**src/srrw_pkg.sv**
```systemverilog
// ---------------------------------------------------------------------------
// Selective-repeat receive window: shared definitions
// Payload types, codes and the controller/datapath command interface.
// ---------------------------------------------------------------------------
package srrw_pkg;

  typedef enum logic [1:0] {
    OP_DATA    = 2'd0,
    OP_CONNECT = 2'd1,
    OP_FINISH  = 2'd2,
    OP_TIMER   = 2'd3
  } opcode_e;

  typedef enum logic [2:0] {
    KIND_ACK     = 3'd0,
    KIND_NAK     = 3'd1,
    KIND_RELEASE = 3'd2,
    KIND_FINACK  = 3'd3,
    KIND_GO      = 3'd4
  } kind_e;

  typedef enum logic [1:0] {
    LINK_IDLE     = 2'd0,
    LINK_WAITDATA = 2'd1,
    LINK_RECV     = 2'd2,
    LINK_WAITRESP = 2'd3
  } link_state_e;

  typedef struct packed {
    logic [1:0]  opcode;
    logic [31:0] sender_address;
    logic [30:0] seq_number;
    logic [15:0] payload_length;
  } srrw_in_t;

  typedef struct packed {
    logic [2:0]         kind;
    logic signed [31:0] seq_value;
    logic [5:0]         nak_count;
    logic [5:0]         slot_index;
    logic [15:0]        release_length;
    logic [31:0]        reply_address;
    logic               last;
  } srrw_out_t;

  typedef enum logic [3:0] {
    DP_NOP,
    DP_ACCEPT,
    DP_SCAN_START,
    DP_ACK_STEP,
    DP_ACK_PUSH,
    DP_NAK_SKIP,
    DP_NAK_PUSH,
    DP_REL_READ,
    DP_REL_PUSH,
    DP_REL_COMMIT,
    DP_REPLY_PUSH,
    DP_FLUSH
  } dp_cmd_e;

  typedef struct packed {
    logic ack;
    logic rel;
    logic reply;
  } srrw_plan_t;

  typedef struct packed {
    srrw_plan_t plan;
    logic       push_ok;
    logic       pend_empty;
    logic       off_last;
    logic       nak_any;
    logic       nak_end;
    logic       rcv_ptr;
    logic       rel_more;
  } srrw_status_t;

endpackage

```
**src/srrw_ram.sv**
```systemverilog
// ---------------------------------------------------------------------------
// Generic RAM
// One write port and one read port with registered read data.
// ---------------------------------------------------------------------------
module srrw_ram #(
  parameter int WIDTH = 16,
  parameter int DEPTH = 32,
  localparam int AW = (DEPTH > 1) ? $clog2(DEPTH) : 1
) (
  input  logic             clk_i,
  input  logic             we_i,
  input  logic [AW-1:0]    waddr_i,
  input  logic [WIDTH-1:0] wdata_i,
  input  logic             re_i,
  input  logic [AW-1:0]    raddr_i,
  output logic [WIDTH-1:0] rdata_o
);

  logic [WIDTH-1:0] mem_q [DEPTH];
  logic [WIDTH-1:0] rdata_q;

  always_ff @(posedge clk_i) begin
    if (we_i) begin
      mem_q[waddr_i] <= wdata_i;
    end
    if (re_i) begin
      rdata_q <= mem_q[raddr_i];
    end
  end

  assign rdata_o = rdata_q;

endmodule

```
**src/srrw_datapath.sv**
```systemverilog
// ---------------------------------------------------------------------------
// Selective-repeat receive window: datapath
// Link state, window registers, slot scan counters and the result staging.
// ---------------------------------------------------------------------------
module srrw_datapath import srrw_pkg::*; #(
  parameter int WINDOW_SLOTS = 32
) (
  input  logic         clk_i,
  input  logic         rst_ni,
  input  dp_cmd_e      cmd_i,
  output srrw_status_t status_o,
  input  srrw_in_t     in_data_i,
  input  logic         cfg_we_i,
  input  logic [7:0]   cfg_data_i,
  output logic         out_valid_o,
  input  logic         out_stall_i,
  output srrw_out_t    out_data_o
);

  localparam int SLOT_W = $clog2(WINDOW_SLOTS);
  localparam int CNT_W  = $clog2(WINDOW_SLOTS + 1);

  link_state_e        link_q;
  logic [31:0]        peer_q;
  logic [30:0]        base_q;
  logic [SLOT_W-1:0]  bslot_q;
  logic [7:0]         retry_q, limit_q;
  logic [WINDOW_SLOTS-1:0] rcv_q;
  logic [CNT_W-1:0]   off_q, hi_q, cnt_q;
  logic [SLOT_W-1:0]  ptr_q, ptr_nxt;
  logic               found_q;
  kind_e              reply_kind_q;
  logic [31:0]        reply_addr_q;
  logic               pend_v_q, out_v_q;
  srrw_out_t          pend_q, out_q;

  logic               in_fire, peer_match, in_win, is_top, mark;
  logic [31:0]        diff;
  logic [SLOT_W:0]    slot_sum;
  logic [SLOT_W-1:0]  in_slot;
  srrw_plan_t         plan;
  logic               push, out_free;
  srrw_out_t          res;
  logic [15:0]        rdata;
  logic [31:0]        rel_sum;
  logic [CNT_W-1:0]   holes;

  assign in_fire    = (cmd_i == DP_ACCEPT);
  assign peer_match = (in_data_i.sender_address == peer_q);
  assign diff       = {1'b0, in_data_i.seq_number} - {1'b0, base_q};
  assign in_win     = (diff < 32'(WINDOW_SLOTS));
  assign is_top     = (diff == 32'(WINDOW_SLOTS - 1));
  assign slot_sum   = {1'b0, bslot_q} + {1'b0, diff[SLOT_W-1:0]};
  assign in_slot    = (slot_sum >= (SLOT_W+1)'(WINDOW_SLOTS)) ?
                      SLOT_W'(slot_sum - (SLOT_W+1)'(WINDOW_SLOTS)) : slot_sum[SLOT_W-1:0];
  assign mark       = (in_data_i.opcode == OP_DATA) && (link_q != LINK_IDLE) &&
                      peer_match && in_win;
  assign ptr_nxt    = (ptr_q == SLOT_W'(WINDOW_SLOTS - 1)) ? '0 : ptr_q + 1'b1;
  assign rel_sum    = {1'b0, base_q} + 32'(off_q);
  assign holes      = hi_q + 1'b1 - cnt_q;

  // Work that an item calls for, decided from the state before it is applied.
  always_comb begin
    plan = '0;
    case (opcode_e'(in_data_i.opcode))
      OP_TIMER: begin
        case (link_q)
          LINK_WAITDATA: plan.rel = 1'b1;
          LINK_WAITRESP: plan.ack = 1'b1;
          LINK_RECV: begin
            plan.rel = 1'b1;
            plan.ack = (retry_q != limit_q);
          end
          default: plan = '0;
        endcase
      end
      OP_FINISH: begin
        plan.rel   = (link_q != LINK_IDLE) && peer_match;
        plan.reply = 1'b1;
      end
      OP_CONNECT: plan.reply = (link_q == LINK_IDLE);
      default: begin
        plan.reply = (link_q == LINK_IDLE);
        plan.ack   = mark && is_top;
        plan.rel   = mark && is_top;
      end
    endcase
  end

  always_ff @(posedge clk_i or negedge rst_ni) begin
    if (!rst_ni) begin
      link_q  <= LINK_IDLE;
      peer_q  <= '0;
      base_q  <= '0;
      bslot_q <= '0;
      retry_q <= '0;
      limit_q <= 8'd3;
      rcv_q   <= '0;
    end else begin
      if (cfg_we_i) begin
        limit_q <= cfg_data_i;
      end
      if (in_fire) begin
        case (opcode_e'(in_data_i.opcode))
          OP_TIMER: begin
            case (link_q)
              LINK_WAITDATA: link_q <= LINK_IDLE;
              LINK_WAITRESP: if (retry_q != 8'hFF) retry_q <= retry_q + 1'b1;
              LINK_RECV:     link_q <= (retry_q == limit_q) ? LINK_IDLE : LINK_WAITRESP;
              default:       link_q <= link_q;
            endcase
          end
          OP_FINISH: if (link_q != LINK_IDLE && peer_match) link_q <= LINK_IDLE;
          OP_CONNECT: begin
            if (link_q == LINK_IDLE) begin
              base_q  <= '0;
              bslot_q <= '0;
              rcv_q   <= '0;
              peer_q  <= in_data_i.sender_address;
              link_q  <= LINK_WAITDATA;
            end
          end
          default: begin
            if (mark) begin
              link_q <= LINK_RECV;
              if (link_q != LINK_RECV) retry_q <= '0;
              rcv_q[in_slot] <= 1'b1;
            end
          end
        endcase
      end
      if (cmd_i == DP_REL_PUSH) begin
        rcv_q[ptr_q] <= 1'b0;
      end
      if (cmd_i == DP_REL_COMMIT) begin
        // A wrap of the sequence space can only stop at zero.
        if (rel_sum[31]) begin
          base_q  <= '0;
          bslot_q <= '0;
        end else begin
          base_q  <= rel_sum[30:0];
          bslot_q <= ptr_q;
        end
      end
    end
  end

  // Scan counters and reply capture.
  always_ff @(posedge clk_i) begin
    if (in_fire) begin
      reply_addr_q <= in_data_i.sender_address;
      reply_kind_q <= (in_data_i.opcode == OP_CONNECT) ? KIND_GO : KIND_FINACK;
    end
    case (cmd_i)
      DP_SCAN_START: begin
        off_q   <= '0;
        ptr_q   <= bslot_q;
        found_q <= 1'b0;
        hi_q    <= '0;
        cnt_q   <= '0;
      end
      DP_ACK_STEP: begin
        if (rcv_q[ptr_q]) begin
          found_q <= 1'b1;
          hi_q    <= off_q;
          cnt_q   <= cnt_q + 1'b1;
        end
        off_q <= off_q + 1'b1;
        ptr_q <= ptr_nxt;
      end
      DP_ACK_PUSH: begin
        off_q <= '0;
        ptr_q <= bslot_q;
      end
      DP_NAK_SKIP, DP_NAK_PUSH, DP_REL_PUSH: begin
        off_q <= off_q + 1'b1;
        ptr_q <= ptr_nxt;
      end
      default: ;
    endcase
  end

  srrw_ram #(.WIDTH(16), .DEPTH(WINDOW_SLOTS)) u_len_ram (
    .clk_i  (clk_i),
    .we_i   (in_fire && mark),
    .waddr_i(in_slot),
    .wdata_i(in_data_i.payload_length),
    .re_i   (cmd_i == DP_REL_READ),
    .raddr_i(ptr_q),
    .rdata_o(rdata)
  );

  // Result formation.
  always_comb begin
    res  = '0;
    push = 1'b1;
    case (cmd_i)
      DP_ACK_PUSH: begin
        res.kind = KIND_ACK;
        if (found_q) begin
          res.seq_value = {1'b0, base_q} + 32'(hi_q);
          res.nak_count = 6'(holes);
        end else begin
          res.seq_value = {1'b0, base_q} - 32'd1;
        end
      end
      DP_NAK_PUSH: begin
        res.kind      = KIND_NAK;
        res.seq_value = {1'b0, base_q} + 32'(off_q);
      end
      DP_REL_PUSH: begin
        res.kind           = KIND_RELEASE;
        res.seq_value      = rel_sum;
        res.slot_index     = 6'(ptr_q);
        res.release_length = rdata;
      end
      DP_REPLY_PUSH: begin
        res.kind          = reply_kind_q;
        res.reply_address = reply_addr_q;
      end
      default: push = 1'b0;
    endcase
  end

  assign out_free = !out_v_q || !out_stall_i;

  // The newest result waits in a staging register until it is known
  // whether another follows, so that the last flag can be set.
  always_ff @(posedge clk_i or negedge rst_ni) begin
    if (!rst_ni) begin
      pend_v_q <= 1'b0;
      out_v_q  <= 1'b0;
    end else begin
      if (out_v_q && !out_stall_i) begin
        out_v_q <= 1'b0;
      end
      if (push) begin
        if (pend_v_q) begin
          out_v_q <= 1'b1;
        end
        pend_v_q <= 1'b1;
      end else if (cmd_i == DP_FLUSH && pend_v_q && out_free) begin
        out_v_q  <= 1'b1;
        pend_v_q <= 1'b0;
      end
    end
  end

  always_ff @(posedge clk_i) begin
    if (push) begin
      if (pend_v_q) begin
        out_q <= pend_q;
      end
      pend_q <= res;
    end else if (cmd_i == DP_FLUSH && pend_v_q && out_free) begin
      out_q      <= pend_q;
      out_q.last <= 1'b1;
    end
  end

  assign out_valid_o = out_v_q;
  assign out_data_o  = out_q;

  assign status_o.plan       = plan;
  assign status_o.push_ok    = !pend_v_q || out_free;
  assign status_o.pend_empty = !pend_v_q;
  assign status_o.off_last   = (off_q == CNT_W'(WINDOW_SLOTS - 1));
  assign status_o.nak_any    = found_q && (hi_q != '0);
  assign status_o.nak_end    = (off_q == hi_q);
  assign status_o.rcv_ptr    = rcv_q[ptr_q];
  assign status_o.rel_more   = (off_q != CNT_W'(WINDOW_SLOTS)) && rcv_q[ptr_q];

  assert property (@(posedge clk_i) disable iff (!rst_ni)
    (cmd_i == DP_REL_PUSH) |-> rcv_q[ptr_q])
    else $error("release of a slot that is not marked");

  assert property (@(posedge clk_i) disable iff (!rst_ni)
    int'(bslot_q) < WINDOW_SLOTS)
    else $error("base slot out of range");

  assert property (@(posedge clk_i) disable iff (!rst_ni)
    (in_fire && in_data_i.opcode == OP_CONNECT && link_q == LINK_IDLE) |=>
    (link_q == LINK_WAITDATA && base_q == '0 && rcv_q == '0))
    else $error("connect did not reset the window");

  assert property (@(posedge clk_i) disable iff (!rst_ni)
    (push && pend_v_q) |-> out_free)
    else $error("staged item overwritten");

endmodule

```
**src/srrw_ctrl.sv**
```systemverilog
// ---------------------------------------------------------------------------
// Selective-repeat receive window: controller
// Sequences the ack, nak, release and reply phases of each item.
// ---------------------------------------------------------------------------
module srrw_ctrl import srrw_pkg::*; (
  input  logic         clk_i,
  input  logic         rst_ni,
  input  logic         in_valid_i,
  output logic         in_stall_o,
  input  srrw_status_t status_i,
  output dp_cmd_e      cmd_o
);

  typedef enum logic [3:0] {
    S_IDLE,
    S_ACK_START,
    S_ACK_SCAN,
    S_ACK_PUSH,
    S_NAK,
    S_REL_START,
    S_REL_CHK,
    S_REL_EMIT,
    S_REPLY,
    S_FLUSH
  } state_e;

  state_e     state_q, state_d;
  srrw_plan_t plan_q;
  state_e     after_ack, after_rel;

  assign after_rel = plan_q.reply ? S_REPLY : S_FLUSH;
  assign after_ack = plan_q.rel ? S_REL_START : after_rel;

  always_comb begin
    state_d = state_q;
    cmd_o   = DP_NOP;
    case (state_q)
      S_IDLE: begin
        if (in_valid_i) begin
          cmd_o = DP_ACCEPT;
          if (status_i.plan.ack)        state_d = S_ACK_START;
          else if (status_i.plan.rel)   state_d = S_REL_START;
          else if (status_i.plan.reply) state_d = S_REPLY;
          else                          state_d = S_FLUSH;
        end
      end
      S_ACK_START: begin
        cmd_o   = DP_SCAN_START;
        state_d = S_ACK_SCAN;
      end
      S_ACK_SCAN: begin
        cmd_o = DP_ACK_STEP;
        if (status_i.off_last) state_d = S_ACK_PUSH;
      end
      S_ACK_PUSH: begin
        if (status_i.push_ok) begin
          cmd_o   = DP_ACK_PUSH;
          state_d = status_i.nak_any ? S_NAK : after_ack;
        end
      end
      S_NAK: begin
        if (status_i.nak_end) begin
          state_d = after_ack;
        end else if (status_i.rcv_ptr) begin
          cmd_o = DP_NAK_SKIP;
        end else if (status_i.push_ok) begin
          cmd_o = DP_NAK_PUSH;
        end
      end
      S_REL_START: begin
        cmd_o   = DP_SCAN_START;
        state_d = S_REL_CHK;
      end
      S_REL_CHK: begin
        if (status_i.rel_more) begin
          cmd_o   = DP_REL_READ;
          state_d = S_REL_EMIT;
        end else begin
          cmd_o   = DP_REL_COMMIT;
          state_d = after_rel;
        end
      end
      S_REL_EMIT: begin
        if (status_i.push_ok) begin
          cmd_o   = DP_REL_PUSH;
          state_d = S_REL_CHK;
        end
      end
      S_REPLY: begin
        if (status_i.push_ok) begin
          cmd_o   = DP_REPLY_PUSH;
          state_d = S_FLUSH;
        end
      end
      S_FLUSH: begin
        if (status_i.pend_empty) state_d = S_IDLE;
        else                     cmd_o = DP_FLUSH;
      end
      default: state_d = S_IDLE;
    endcase
  end

  always_ff @(posedge clk_i or negedge rst_ni) begin
    if (!rst_ni) begin
      state_q <= S_IDLE;
      plan_q  <= '0;
    end else begin
      state_q <= state_d;
      if (state_q == S_IDLE && in_valid_i) begin
        plan_q <= status_i.plan;
      end
    end
  end

  assign in_stall_o = (state_q != S_IDLE);

endmodule

```
**src/selective_repeat_receive_window_core.sv**
```systemverilog
// ---------------------------------------------------------------------------
// Selective-repeat receive window core
// Receiver end of a selective-repeat transfer: window tracking and replies.
// ---------------------------------------------------------------------------
// Usage:
// The input channel takes one event item (data, connect, finish or timer)
// with in_valid_i; the block holds in_stall_o high while an item is being
// worked on, so one item is in flight at a time. The output channel emits
// ack, nak, release, go and finack items, the last flagged on each event.
// The configuration channel writes the retry limit and is always ready.
// After the accept, an ack scans every slot; when naks follow, the nak
// pass walks each window offset up to the highest received sequence. A
// release does one length memory read per released slot, then a reply
// follows if one is due. The last result is then handed over by a flush
// before the sequencer returns to idle.
// A stall on the output holds the sequencer at the next result to emit.
// Reset returns the link to idle with an empty window; lengths are kept in
// a memory that needs no clearing since a slot is marked only after write.
// ---------------------------------------------------------------------------
module selective_repeat_receive_window_core import srrw_pkg::*; #(
  parameter int WINDOW_SLOTS = 32
) (
  input  logic       clk_i,
  input  logic       rst_ni,
  input  logic       in_valid_i,
  output logic       in_stall_o,
  input  srrw_in_t   in_data_i,
  output logic       out_valid_o,
  input  logic       out_stall_i,
  output srrw_out_t  out_data_o,
  input  logic       cfg_valid_i,
  output logic       cfg_ready_o,
  input  logic [7:0] cfg_data_i
);

  dp_cmd_e      cmd;
  srrw_status_t status;

  assign cfg_ready_o = 1'b1;

  srrw_ctrl u_ctrl (
    .clk_i     (clk_i),
    .rst_ni    (rst_ni),
    .in_valid_i(in_valid_i),
    .in_stall_o(in_stall_o),
    .status_i  (status),
    .cmd_o     (cmd)
  );

  srrw_datapath #(.WINDOW_SLOTS(WINDOW_SLOTS)) u_datapath (
    .clk_i      (clk_i),
    .rst_ni     (rst_ni),
    .cmd_i      (cmd),
    .status_o   (status),
    .in_data_i  (in_data_i),
    .cfg_we_i   (cfg_valid_i && cfg_ready_o),
    .cfg_data_i (cfg_data_i),
    .out_valid_o(out_valid_o),
    .out_stall_i(out_stall_i),
    .out_data_o (out_data_o)
  );

endmodule

```
**config.mk**
```make
export PLATFORM = sky130hd
export DESIGN_NAME = selective_repeat_receive_window_core
export DESIGN_NICKNAME = d
export VERILOG_FILES = /design/src/srrw_pkg.sv /design/src/srrw_ram.sv /design/src/srrw_datapath.sv /design/src/srrw_ctrl.sv /design/src/selective_repeat_receive_window_core.sv
export SDC_FILE = /design/constraint.sdc
export NUM_CORES = 1
export LEC_CHECK = 0
export ABC_AREA = 1
export BUFFER_PORTS_ARGS = -buffer_cell sky130_fd_sc_hd__buf_2
export CAP_MARGIN = 20
export CORE_MARGIN = 5
export CORE_UTILIZATION = 58
export CTS_BUF_LIST = sky130_fd_sc_hd__clkbuf_4 sky130_fd_sc_hd__clkbuf_8
export CTS_CLUSTER_DIAMETER = 100
export DETAILED_ROUTE_END_ITERATION = 6
export GPL_TIMING_DRIVEN = 0
export PLACE_DENSITY_LB_ADDON = 0.15
export SLEW_MARGIN = 20
export SYNTH_ARGS = -nofsm -noshare
export SYNTH_HDL_FRONTEND = slang
export SYNTH_HIERARCHICAL = 1
export SYNTH_SLANG_ARGS = --single-unit
```
**constraint.sdc**
```tcl
create_clock -name clk_i -period 13.4 [get_ports clk_i]
set_input_delay 0.67 -clock clk_i [delete_from_list [all_inputs] [get_ports clk_i]]
set_output_delay 0.67 -clock clk_i [all_outputs]
set_load 0.01 [all_outputs]
```
==> reports/results.tsv <==
metric	value	unit
sequential cell area fraction in the yosys report	60.8	%
starting density of the core	58.4	%
Starting DRT DRC Count	3486	
Total Negative Setup Slacks	0	ns
global-route total usage across every layer	28.5	%
setup-violating endpoint count in the final report	0	
asr flop ratio synth	14.0	%
Hold Path Class	in -> reg	
share of post-route cells with drive strength above 1	14.1	%
buffer depth of the longest clock path	3	
cells resized by post-CTS repair	0	
pin count of the biggest net entering global routing	80	
path type of the worst setup path	reg -> reg	
Rel. slew slack	23.8	%
max-cap viol count	0	
most instantiated flip-flop cell in the synthesis netlist	sky130_fd_sc_hd__edfxtp_1	
height of the chip	284	µm
CTS tree	done	
Pins Over Slew Limit	0	
WL per Instance	19.8	µm
number of hold buffers added after CTS	2	
clock insertion delay at the later pin of the skew report	0.80	ns
global route overflow	0	
# nets final	5041	
unique cell type count in the Yosys netlist	65	
Clock Tree Root	sky130_fd_sc_hd__clkbuf_8	
switching power	0.00495	W
Worst Clk Skew	0.0311	ns
Area growth syn-to-layout	13.4	%
crit start category	flop	
number of iterations in the first detailed-routing pass	7	
Final Wtd Congestion	1.03	
number of port buffers	190	
Max Clock Freq	154	MHz
core region area	0.0744	mm²
Clock Power Share	20.5	%
number of clock sinks	901	
FF+latch count, synth	901	
routed wire length	117000	µm
WP data arrival	6.97	ns
routed vias/inst	5.63	
Fillers	5873	
share of total power in combinational logic	44.3	%
maximum VDD drop	0.139	mV
num ports	193	
antenna violations before repair	2	
internal power	0.00665	W
top fanout value on the critical path	11	
area occupied by registers	0.0264	mm²
HPWL Detailed	83800	µm
wire length of the first global-routing pass	178000	µm
Chip Width	284	µm
htree depth	4	
net count of the mapped netlist	4661	
Final Hold Violating Endpoints	0	
number of placement rows	100	
mean cell area of the mapped netlist	9.75	µm²
shortest clock period the worst path allows after layout	6.48	ns
count of unresolved DRC violations after routing	1	
multi-input gate area in the final layout	0.0144	mm²
antenna viol nets, final	0	
transition time at the pin with the least slew margin	1.14	ns
count of flip-flops with a built-in enable after synthesis	775	
switching power as a share of total power	42.7	%
Core Util, Final	66.3	%
Final period util	48.4	%
Clock transition at path regs	0.06	ns
total number of yosys warnings	6	
Seq pwr share	35.2	%
Post-CTS Setup Repair Bufs	0	
final worst-path setup slack	6.92	ns
kind of capture point of the worst setup path	flop	
outcome	complete, but fails checks	
number of global-route vias before repair	31300	
unrepaired setup endpoints after global routing	no	
gate count of the mapped netlist	4463	
Die Outline Area	0.0806	mm²
number of vias in the routed layout	33400	
total leakage power	20.6	nW
failing checks	design-rule violations	
netlist area before placement	0.0435	mm²
pre-CTS setup slack	7.08	ns
CTS buffer count	146	
power per cell area	235	mW/mm²
required time reported for the critical path endpoint	13.89	ns
[kinds of logic after synthesis]
logic type / Yosys count / synth area share [%]
xor gates and xnor gates: 57 / 1.15
other: 2 / 0.0173
and+or+nand+nor: 2340 / 23.1
DFF: 901 / 60.8
muxes: 11 / 0.285
AOI/OAI and AO/OA: 421 / 5.25
adders and majority gates: 104 / 3.08
buffers and inverters: 627 / 6.33
[synthesized netlist by cell type, types with 34 or more instances]
cell type | number | area share [%]
sky130_fd_sc_hd__nand2_1 | 1314 | 11
sky130_fd_sc_hd__ha_1 | 99 | 2.8
sky130_fd_sc_hd__edfxtp_1 | 775 | 54
sky130_fd_sc_hd__nand4_1 | 71 | 1.0
sky130_fd_sc_hd__nand3_1 | 521 | 6.0
sky130_fd_sc_hd__nor3_1 | 43 | 0.49
sky130_fd_sc_hd__o21ai_0 | 200 | 2.3
sky130_fd_sc_hd__dfrtp_1 | 124 | 7.1
sky130_fd_sc_hd__nor2_1 | 293 | 2.5
sky130_fd_sc_hd__inv_1 | 446 | 3.8
sky130_fd_sc_hd__a21oi_1 | 151 | 1.7
sky130_fd_sc_hd__clkbuf_1 | 60 | 0.52
sky130_fd_sc_hd__buf_2 | 34 | 0.39
[per-stage QoR]
| stage | hold slack [ns] | instance area [µm²] | std cells | power [W] |
|---|---|---|---|---|
| after floorplan | 0.374 | 43500 | 4463 | 0.00747 |
| after global placement | 0.401 | 45700 | 5622 | 0.00902 |
| after detailed placement | 0.405 | 46400 | 5662 | 0.00916 |
| after CTS | 0.00838 | 49300 | 5926 | 0.0116 |
| after global routing | 0.0285 | 49300 | 5927 | 0.0123 |
| final | 0.0761 | 49300 | 5927 | 0.0116 |
[cell type report]
class / count / share of cell area (%)
inverters: 469 / 3.58
diodes: 1 / 0.00507
plain buffers: 158 / 2.01
well taps: 969 / 2.46
clock buffers: 203 / 5.03
clock inverters: 59 / 0.913
repair buffers: 232 / 3.20
flip-flops and latches: 901 / 53.6
multi-input cells: 2935 / 29.2
[registers in the layout (all words and copies together), names as in the netlist, 4 cells and up]
signal,cells
u_datapath/cnt_q,6
u_datapath/out_data_o,95
u_datapath/limit_q,8
u_datapath/retry_q,8
u_datapath/ptr_q,5
u_datapath/rcv_q,32
u_datapath/off_q,6
u_datapath/peer_q,32
u_datapath/u_len_ram/rdata_o,16
u_datapath/bslot_q,5
u_datapath/u_len_ram/mem_q,512
u_datapath/base_q,31
u_datapath/pend_q,94
u_datapath/reply_addr_q,32
u_ctrl/state_q,4
u_datapath/hi_q,6
[cell usage in the layout, fill, tap and decap left out, types with 10 or more instances in the layout]
| cell type | n |
|---|---|
| sky130_fd_sc_hd__a21oi_1 | 150 |
| sky130_fd_sc_hd__buf_2 | 223 |
| sky130_fd_sc_hd__buf_4 | 33 |
| sky130_fd_sc_hd__buf_6 | 52 |
| sky130_fd_sc_hd__clkbuf_1 | 59 |
| sky130_fd_sc_hd__clkbuf_4 | 50 |
| sky130_fd_sc_hd__clkbuf_8 | 153 |
| sky130_fd_sc_hd__clkinv_1 | 34 |
| sky130_fd_sc_hd__clkinv_2 | 12 |
| sky130_fd_sc_hd__dfrtp_1 | 124 |
| sky130_fd_sc_hd__edfxtp_1 | 775 |
| sky130_fd_sc_hd__ha_1 | 99 |
| sky130_fd_sc_hd__inv_1 | 446 |
| sky130_fd_sc_hd__inv_2 | 16 |
| sky130_fd_sc_hd__mux2_2 | 11 |
| sky130_fd_sc_hd__nand2_1 | 1314 |
| sky130_fd_sc_hd__nand2_2 | 14 |
| sky130_fd_sc_hd__nand3_1 | 521 |
| sky130_fd_sc_hd__nand3_2 | 10 |
| sky130_fd_sc_hd__nand3b_1 | 10 |
| sky130_fd_sc_hd__nand4_1 | 71 |
| sky130_fd_sc_hd__nor2_1 | 260 |
| sky130_fd_sc_hd__nor2_2 | 48 |
| sky130_fd_sc_hd__nor3_1 | 43 |
| sky130_fd_sc_hd__nor4_1 | 15 |
| sky130_fd_sc_hd__o21ai_0 | 200 |
| sky130_fd_sc_hd__o22ai_1 | 13 |
| sky130_fd_sc_hd__or2_2 | 11 |
| sky130_fd_sc_hd__xnor2_1 | 24 |
| sky130_fd_sc_hd__xor2_1 | 33 |
[metal layers]
| layer | global-route usage, % | vias to the layer above | share of wire (%) | wire [µm] |
|---|---|---|---|---|
| li1 | - | 15900 | - | - |
| met1 | 38.4 | 15600 | 40 | 47000 |
| met2 | 45.9 | 1615 | 47 | 54900 |
| met3 | 5.64 | 287 | 9.3 | 10900 |
| met4 | 11.8 | 2 | 4.0 | 4750 |
| met5 | 0 | - | 0.012 | 14 |
[critical path, cell delays in order, from the launching register on]
cell and delay (ns):
sky130_fd_sc_hd__edfxtp_1 0.52, sky130_fd_sc_hd__clkbuf_1 0.36, sky130_fd_sc_hd__inv_1 0.15, sky130_fd_sc_hd__clkbuf_1 0.47
sky130_fd_sc_hd__a21oi_1 0.06, sky130_fd_sc_hd__o21ai_0 0.10, sky130_fd_sc_hd__a21oi_1 0.11, sky130_fd_sc_hd__nor4_1 0.35
sky130_fd_sc_hd__nand2_1 0.23, sky130_fd_sc_hd__o21a_1 0.18, sky130_fd_sc_hd__nand2_1 0.13, sky130_fd_sc_hd__nand4_1 0.27
sky130_fd_sc_hd__nor2_1 0.18, sky130_fd_sc_hd__inv_1 0.09, sky130_fd_sc_hd__nor2_2 0.46, sky130_fd_sc_hd__inv_1 0.26
sky130_fd_sc_hd__nor3_1 0.63, sky130_fd_sc_hd__nand3_1 0.58, sky130_fd_sc_hd__nor2_2 0.76, sky130_fd_sc_hd__buf_6 0.25
[power groups by stage]
stage	clock, W	combinational [W]	sequential, W
floorplan	0	0.00324	0.00423
global placement	0	0.00477	0.00425
detailed placement	0	0.00502	0.00414
CTS	0.00242	0.00505	0.00409
global route	0.00255	0.00564	0.00415
finish	0.00237	0.00514	0.00409
[final timing paths]
check | endpoint | slack, ns | cells past startpoint | from
worst max-delay path | u_datapath/u_len_ram/mem_q[21][5] | 6.92 | 19 | u_datapath/ptr_q[1]
worst min-delay path | u_datapath/reply_addr_q[11] | 0.08 | 1 | in_data_i[58]
worst max register to register | u_datapath/u_len_ram/mem_q[21][5] | 6.92 | 19 | u_datapath/ptr_q[1]
worst min register to register | u_datapath/out_data_o[89] | 0.40 | 0 | u_datapath/pend_q[89]
max in group asynchronous | u_datapath/limit_q[0] | 12.19 | 3 | rst_ni
min in group asynchronous | u_datapath/base_q[21] | 0.40 | 2 | rst_ni
(Power assumes the default switching activity.)
